<file path="src/rtl/sorted_table_binary_search_top_macros.svh">
// Assertion macros used by the sorted table search sequencer.
`ifndef SORTED_TABLE_BINARY_SEARCH_TOP_MACROS_SVH
`define SORTED_TABLE_BINARY_SEARCH_TOP_MACROS_SVH

`ifndef SYNTH

// Same-cycle implication, clocked on clk, off while rst_n is low
`define STBS_ASSERT_IMP(label, ante, cons, msg) \
  label: assert property (@(posedge clk) disable iff (!rst_n) (ante) |-> (cons)) \
    else $error(msg);

// Next-cycle implication, clocked on clk, off while rst_n is low
`define STBS_ASSERT_NXT(label, ante, cons, msg) \
  label: assert property (@(posedge clk) disable iff (!rst_n) (ante) |=> (cons)) \
    else $error(msg);

`else

`define STBS_ASSERT_IMP(label, ante, cons, msg)
`define STBS_ASSERT_NXT(label, ante, cons, msg)

`endif

`endif

</file>
<file path="src/rtl/stbs_pkg.sv">
// Package: payload types, codes and default sizes of the sorted table search block.
package stbs_pkg;

  // Default table geometry
  localparam int TABLE_DEPTH_DEF = 1024;
  localparam int ENTRY_WIDTH_DEF = 32;

  // Fixed field widths of the transactions
  localparam int KEY_W   = 32;
  localparam int IDX_F_W = 10;
  localparam int SIZE_W  = 11;

  // Request codes
  typedef enum logic {
    REQ_WRITE  = 1'b0,
    REQ_SEARCH = 1'b1
  } stbs_req_t;

  // Search sequencer states
  typedef enum logic {
    ST_IDLE   = 1'b0,
    ST_SEARCH = 1'b1
  } stbs_state_t;

  // Input transaction
  typedef struct packed {
    stbs_req_t                 req_type;
    logic [IDX_F_W-1:0]        entry_index;
    logic signed [KEY_W-1:0]   entry_value;
    logic signed [KEY_W-1:0]   search_key;
  } stbs_in_t;

  // Result transaction
  typedef struct packed {
    logic               found;
    logic [IDX_F_W-1:0] match_index;
  } stbs_out_t;

endpackage

</file>
<file path="src/rtl/stbs_ctrl.sv">
// Search sequencer: walks the probe window over the table memory and returns the result.
`include "sorted_table_binary_search_top_macros.svh"

module stbs_ctrl #(
  parameter int TABLE_DEPTH = stbs_pkg::TABLE_DEPTH_DEF,
  parameter int ENTRY_WIDTH = stbs_pkg::ENTRY_WIDTH_DEF,
  localparam int IDX_W      = $clog2(TABLE_DEPTH),
  localparam int NW         = $clog2(TABLE_DEPTH + 1)
) (
  input  logic                            clk,
  input  logic                            rst_n,
  input  logic                            start,
  output logic                            busy,
  input  stbs_pkg::stbs_req_t             req_type,
  input  logic signed [stbs_pkg::KEY_W-1:0] search_key,
  input  logic [NW-1:0]                   num_entries,
  output logic                            rd_en,
  output logic [IDX_W-1:0]                rd_addr,
  input  logic [ENTRY_WIDTH-1:0]          rd_data,
  output logic                            out_strobe,
  output stbs_pkg::stbs_out_t             out_data
);
  import stbs_pkg::*;

  localparam int XW = (ENTRY_WIDTH > KEY_W) ? ENTRY_WIDTH : KEY_W;

  stbs_state_t             state_r, state_nxt;
  logic [NW-1:0]           low_r, low_nxt;
  logic [NW-1:0]           hi1_r, hi1_nxt;     // one past the highest candidate
  logic [NW-1:0]           mid_r, mid_nxt;
  logic signed [KEY_W-1:0] key_r, key_nxt;
  logic                    strobe_r, strobe_nxt;
  stbs_out_t               res_r, res_nxt;

  logic signed [XW-1:0]    ent_x;
  logic signed [XW-1:0]    key_x;
  logic                    ent_lt;
  logic                    ent_eq;
  logic [NW-1:0]           cand_low;
  logic [NW-1:0]           cand_hi1;
  logic [NW-1:0]           cand_mid;
  logic                    cand_ok;

  // Compare the probed entry with the key, both sign-extended
  assign ent_x  = XW'($signed(rd_data));
  assign key_x  = XW'(key_r);
  assign ent_lt = (ent_x < key_x);
  assign ent_eq = (ent_x == key_x);

  // Narrow the window after a probe, or open it for a new search
  always_comb begin
    cand_low = low_r;
    cand_hi1 = hi1_r;
    unique case (state_r)
      ST_IDLE: begin
        cand_low = '0;
        cand_hi1 = num_entries;
      end
      ST_SEARCH: begin
        if (ent_lt) begin
          cand_low = mid_r + NW'(1);
        end else begin
          cand_hi1 = mid_r;
        end
      end
      default: begin
        cand_low = low_r;
      end
    endcase
  end

  assign cand_ok  = (cand_low < cand_hi1);
  assign cand_mid = cand_low + ((cand_hi1 - cand_low - NW'(1)) >> 1);

  assign busy    = (state_r != ST_IDLE);
  assign rd_addr = cand_mid[IDX_W-1:0];

  // Next state, probe issue and result
  always_comb begin
    state_nxt  = state_r;
    low_nxt    = low_r;
    hi1_nxt    = hi1_r;
    mid_nxt    = mid_r;
    key_nxt    = key_r;
    strobe_nxt = 1'b0;
    res_nxt    = res_r;
    rd_en      = 1'b0;
    unique case (state_r)
      ST_IDLE: begin
        if (start && (req_type == REQ_SEARCH)) begin
          key_nxt = search_key;
          if (cand_ok) begin
            rd_en     = 1'b1;
            low_nxt   = cand_low;
            hi1_nxt   = cand_hi1;
            mid_nxt   = cand_mid;
            state_nxt = ST_SEARCH;
          end else begin
            strobe_nxt = 1'b1;
            res_nxt    = '0;
          end
        end
      end
      ST_SEARCH: begin
        priority if (ent_eq) begin
          strobe_nxt          = 1'b1;
          res_nxt.found       = 1'b1;
          res_nxt.match_index = IDX_F_W'(mid_r);
          state_nxt           = ST_IDLE;
        end else if (cand_ok) begin
          rd_en   = 1'b1;
          low_nxt = cand_low;
          hi1_nxt = cand_hi1;
          mid_nxt = cand_mid;
        end else begin
          strobe_nxt = 1'b1;
          res_nxt    = '0;
          state_nxt  = ST_IDLE;
        end
      end
      default: begin
        state_nxt = ST_IDLE;
      end
    endcase
  end

  // Control registers
  always_ff @(posedge clk) begin
    if (!rst_n) begin
      state_r  <= ST_IDLE;
      strobe_r <= 1'b0;
    end else begin
      state_r  <= state_nxt;
      strobe_r <= strobe_nxt;
    end
  end

  // Window, key and result registers
  always_ff @(posedge clk) begin
    low_r <= low_nxt;
    hi1_r <= hi1_nxt;
    mid_r <= mid_nxt;
    key_r <= key_nxt;
    res_r <= res_nxt;
  end

  assign out_strobe = strobe_r;
  assign out_data   = res_r;

  `STBS_ASSERT_IMP(a_window_open, state_r == ST_SEARCH, low_r < hi1_r, "empty window while searching")
  `STBS_ASSERT_IMP(a_mid_in_window, state_r == ST_SEARCH, mid_r >= low_r && mid_r < hi1_r, "probe outside window")
  `STBS_ASSERT_IMP(a_miss_zero_index, strobe_r && !res_r.found, res_r.match_index == '0, "miss with nonzero index")
  `STBS_ASSERT_NXT(a_search_proceeds, rst_n && start && !busy && req_type == REQ_SEARCH, state_r == ST_SEARCH || strobe_r, "search transaction dropped")
  `STBS_ASSERT_IMP(a_no_read_idle, rd_en && state_r == ST_IDLE, start && req_type == REQ_SEARCH, "stray probe while idle")

endmodule

</file>
<file path="config.mk">
export PLATFORM = sky130hd
export DESIGN_NAME = stbs_ctrl
export DESIGN_NICKNAME = d
export VERILOG_FILES = /design/src/rtl/stbs_pkg.sv /design/src/rtl/stbs_ctrl.sv
export VERILOG_INCLUDE_DIRS = /design/src /design/src/rtl
export SDC_FILE = /design/constraint.sdc
export NUM_CORES = 1
export LEC_CHECK = 0
export BUFFER_PORTS_ARGS = -buffer_cell sky130_fd_sc_hd__buf_2
export CORE_ASPECT_RATIO = 1.2
export CORE_UTILIZATION = 55
export CTS_BUF_LIST = sky130_fd_sc_hd__clkbuf_16
export CTS_CLUSTER_DIAMETER = 60
export DETAILED_ROUTE_END_ITERATION = 10
export PLACE_DENSITY = 0.75
export SYNTH_ARGS = -nofsm -noshare
export SYNTH_HDL_FRONTEND = slang
export SYNTH_SLANG_ARGS = --single-unit
</file>
<file path="constraint.sdc">
create_clock -name clk -period 7.95 [get_ports clk]
set_clock_uncertainty 0.15 [all_clocks]
set_input_delay 0.795 -clock clk [delete_from_list [all_inputs] [get_ports clk]]
set_output_delay 0.795 -clock clk [all_outputs]
set_load 0.01 [all_outputs]
</file>
-- After elaboration in Yosys (flattened, before gate mapping)
Cells that the tools add are included.
- $add $sub $neg: 4
- multipliers: 0
- divide/modulo/power cells: 0
- order comparisons: 2
- eq/ne operators: 3
- shifts and indexed selects: 0
- muxes and demuxes: 28
- bitwise gates (word level): 1
- reduce and logical (&&, ||, !) cells: 3
- operators with widths (cell ; count):
    $mux 11 ; 14
    $pmux 11 s2 ; 6
    $eq 32x32->1 ; 1
    $lt 32x32->1 ; 1
    $add 11x1->11 const B ; 1
    $add 11x10->11 ; 1
    $lt 11x11->1 ; 1
    $sub 11x1->11 const B ; 1
    $sub 11x11->11 ; 1
    $mux 1 ; 6
    $ne 2x2->1 const B ; 2
    $pmux 1 s2 ; 2
    $reduce_and 2->1 ; 2
    $logic_and 1x1->1 ; 1
    $not 1->1 ; 1
- register bits: 78
- bits in latches: 0
- memory bits (writable): 0
- ROM bits: 0
- output and inout bits: 24
- logic and storage cells: 49
- memories: 0

-- Depth between registers and ports, before layout
- depth after elaboration: 9
- mapped depth: 29
- depth with buffers taken out: 27

-- Least setup slack after synthesis
OpenSTA, ideal clock, no wires.
- path kind: input-to-reg
- from: input port rd_data[31]
- to: register hi1_r[0] (enable)
- library setup time: 0.434 ns
- arrival: 6.577 ns
- required time: 7.366 ns
- path slack: 0.789 ns
- cell stages on the path: 22
- buffers on the path: 1
- cell sequence: ha_1 nand4_2 nor4_2 a22oi_1 nand2_1 mux2_2 nor2_1 clkbuf_1 mux2i_1 a21oi_1 ha_1 a21o_1 a21o_1 a21oi_1 nor2_1 o21ai_0 nand2b_1 a21oi_1 nor2_1 a311oi_1 nand2_1 a21oi_1
- cells in the longest elaborated chain, start to end: 3
- RTL lines (what ; RTL line ; text):
    from (decl) ; stbs_ctrl.sv:19 ; input logic [ENTRY_WIDTH-1:0] rd_data,
    $eq 32x32->1 ; stbs_ctrl.sv:48 ; assign ent_eq = (ent_x == key_x);
    $ne 2x2->1 (no source line) ; n/a ;
    $reduce_and 2->1 (no source line) ; n/a ;
    to (signal assigned) ; stbs_ctrl.sv:141 ; hi1_r <= hi1_nxt;
    to (decl) ; stbs_ctrl.sv:29 ; logic [NW-1:0] hi1_r, hi1_nxt;
Every way passes these cells.
A chain may end at the register's enable or synchronous reset.

-- Worst setup path in the final report
- from: input port rd_data[31]
- to: output port rd_addr[9]
- cells in the longest elaborated chain, start to end: 6
- elaborated cells on any way between the ends: 8
- those cells by class: add/sub: 3; order compare: 1; mux: 4
- RTL lines (what ; RTL line ; text):
    $lt 32x32->1 (*) ; stbs_ctrl.sv:47 ; assign ent_lt = (ent_x < key_x);
    $mux 11 ; stbs_ctrl.sv:60 ; if (ent_lt) begin
    $pmux 11 s2 ; stbs_ctrl.sv:54 ; unique case (state_r)
    $sub 11x11->11 ; stbs_ctrl.sv:73 ; assign cand_mid = cand_low + ((cand_hi1 - cand_low - NW'(1)) >> 1);
    $sub 11x1->11 ; stbs_ctrl.sv:73 ;
    $add 11x10->11 (*) ; stbs_ctrl.sv:73 ;
    to (decl) ; stbs_ctrl.sv:18 ; output logic [IDX_W-1:0] rd_addr,
Every way passes the cells marked *; elsewhere a longest branch is shown, timed or not.

==> impl_metrics.json <==
{
  "outcome": "complete, no violations",
  "design_area_um2": 6322,
  "tns_ns": 0,
  "post-synth-top-count-cell": "edfxtp_1",
  "worstMarginPinSlew_ns": 0.5994,
  "antenna_left": 0,
  "p_int_mw": 0.9835,
  "synth_area_um2": 5436,
  "firstDrtPassIters": 5,
  "ys.flop_type": "edfxtp_1",
  "num_io_pins": 103,
  "die_x_um": 92.76,
  "ys_top_cells_by_area": "edfxtp_1 (42%), ha_1 (14%), nand2_1 (4.3%)",
  "syn_to_final_growth_pct": 16.29,
  "cts_tree": "built",
  "finalWorstSetupSlack_ns": 0.4256,
  "fmax_ghz": 0.1329,
  "antenna_cells": 0,
  "slew_headroom_pct": 58.89,
  "synth_top_area_cell": "edfxtp_1",
  "cts_htree_levels": 3,
  "powerDensity_nw_per_um2": 244.3,
  "cp.required_ns": 7.01,
  "cp_max_fo": 10,
  "cts_sinks": 78,
  "place.gp.congestion": 0.8866,
  "hold_ws_ns": 0.4077,
  "synthArstFlopShare_pct": 0,
  "ys_ff_latch": 78,
  "p_leak_nw": 2.964,
  "drt_iter0_drc": 350,
  "grt_pass1_vias": 4453,
  "finalCriticalPeriod_ns": 7.524,
  "synth_nets": 685,
  "synth_common_cells": "edfxtp_1 (76), nand2_1 (63), inv_1 (62)",
  "syn_avg_cell_area_um2": 9.975,
  "num_vias": 4291,
  "utilization_pct": 66.10,
  "track_usage_pct": 25.12,
  "syn_inst": 545,
  "use_met2_pct": 44.02,
  "clockRootBuffer": "clkbuf_16",
  "wl_mm": 12.28,
  "place_ws_ns": 0.3586,
  "numCtsBuffers": 9,
  "dpl_cell_area_um2": 6035,
  "critPathKind": "primary input to output port",
  "top_usage_layer": "met2",
  "seq_area_frac_synth_pct": 42.72,
  "cp_data_arrival_time_ns": 6.58,
  "grt.met1_usage_pct": 30.53,
  "pwr-share-comb_pct": 36.8,
  "final_layout_size_suffix_gt1_share_pct": 22.80,
  "antenna_found_initial": 0,
  "wire_per_inst_um": 15.91,
  "grt_overflow": 0,
  "hold_viol_final": 0,
  "io_buffers": 102,
  "path_clk_slew_ns": 0.07,
  "start_util_pct": 56.84,
  "min_path_type": "flop to flop",
  "synth-edff-count": 76,
  "die_h_um": 110.9,
  "vias_per_cell": 5.558,
  "drc": 0,
  "cts_buffer_depth": 2,
  "dp_hpwl_mm": 9.615,
  "swShare_pct": 36.33,
  "maxCapViolCount": 0,
  "fin_crit_sh_pct": 94.65,
  "synth_top_area_share_pct": 41.98,
  "die-area_um2": 10290,
  "drv_slew": 0,
  "ys_types": 67,
  "end_kind": "output port",
  "rows": 39,
  "yosys_warnings": 0,
  "cts_setup_buffers": 0,
  "clk_latency_ns": 0.35,
  "nNetsFinal": 784,
  "grt_pass1_wl_mm": 20.23,
  "coreArea_um2": 9564,
  "p_sw_mw": 0.5611,
  "cp-start-kind": "primary input",
  "grt_use_met3_pct": 4.252,
  "power_frac_clock_pct": 25.7,
  "power.share.sequential_pct": 37.6,
  "vdd_drop_max_mv": 0.1854,
  "grt_setup_unrepaired": "no",
  "grt_start_max_net_pins": 41,
  "report.final.setup_viol": 0
}
-- cells in the final DEF, fill, tap and decap left out, drive strengths merged, types with 4 or more instances in the layout --
master	Yosys	final
nor2	43	43
ha	59	59
a21o	14	14
and3	5	5
a21oi	33	33
nand2b	8	8
nand2	63	63
clkinvlp	0	4
buf	14	108
xnor2	20	20
nor3	13	13
edfxtp	76	76
nand4	4	4
mux2i	13	13
a31oi	7	7
o21ai	19	19
inv	62	64
xor2	9	9
nand3	22	22
nor4	5	5
clkbuf	6	9
-- cells by family (layout without fill, tap and decap cells) --
family	after synthesis	count (layout)	synth area share (%)
buffers and inverters	84	188	6.605
XOR/XNOR	29	29	4.672
AND/OR/NAND/NOR	172	172	15.63
adder cells (fa/ha/maj)	62	62	14.50
multiplexers	16	16	3.015
AO/OA/AOI/OAI	104	104	12.87
flip-flops	78	78	42.72
-- power groups by stage --
| stage | clock (mW) | combinational [mW] | sequential (mW) |
|---|---|---|---|
| 2_1_floorplan | 0 | 0.459 | 0.573 |
| 3_3_place_gp | 0 | 0.549 | 0.586 |
| 3_5_place_dp | 0 | 0.565 | 0.588 |
| 4_1_cts | 0.399 | 0.569 | 0.579 |
| 5_1_grt | 0.414 | 0.630 | 0.587 |
| 6_report | 0.396 | 0.568 | 0.580 |
-- state kept, by name, indices dropped and copies added (netlist names) --
| signal | flops |
|---|---|
| low_r | 11 |
| mid_r | 11 |
| out_strobe | 1 |
| hi1_r | 11 |
| busy | 1 |
| out_data | 11 |
| key_r | 32 |
-- final cells by class --
| class | count | area, um2 |
|---|---|---|
| well taps | 123 | 153.9 |
| flip-flops and latches | 78 | 2322 |
| repair buffers | 108 | 555.5 |
| inverters | 64 | 241.5 |
| clock buffers | 9 | 225.2 |
| fillers | 768 | 3242 |
| multi-input cells | 383 | 2765 |
| clock inverters | 7 | 58.81 |
-- worst paths after layout --
check          startpoint      endpoint  slack [ns]  cells after the start
min reg2reg  out_data[10]  out_data[10]        0.41                      2
max           rd_data[31]    rd_addr[9]        0.43                     27
min          out_data[10]  out_data[10]        0.41                      2
max reg2reg     key_r[31]      mid_r[9]        1.64                     26
-- metrics by stage --
stage	total power, mW	cells
2_1_floorplan	1.032	545
3_3_place_gp	1.135	756
3_5_place_dp	1.153	756
4_1_cts	1.547	772
5_1_grt	1.632	772
6_report	1.545	772
-- repair_timing --
action	in CTS	in global routing
hold buffers	0	0
endpoints found under the setup margin	0	1
gates resized for setup	0	2
-- routing by layer --
layer	part of all wire, %	vias up	wire length (um)
li1	-	2131	-
met1	42	2011	5170
met2	50	131	6119
met3	6.3	18	772
met4	1.8	0	221
met5	0	-	0
-- worst max-delay path, stage by stage --
cell	delay [ns]
buf_2	0.10
ha_1	0.34
nand4_2	0.18
nor4_2	0.33
a22oi_1	0.16
nand2_1	0.16
mux2i_2	0.32
nand2_1	0.15
buf_4	0.22
mux2i_1	0.13
nand2b_1	0.16
ha_1	0.40
nand3_1	0.13
or4_1	0.50
and3_4	0.24
o21ai_1	0.24
a221o_1	0.21
a21oi_1	0.09
o21bai_1	0.17
a21oi_1	0.10
xnor2_1	0.14
ha_1	0.39
nor2_1	0.08
mux2_2	0.27
a311oi_1	0.22
o311ai_1	0.18
buf_2	0.18
Note: power is estimated with default switching activity, not from simulation.
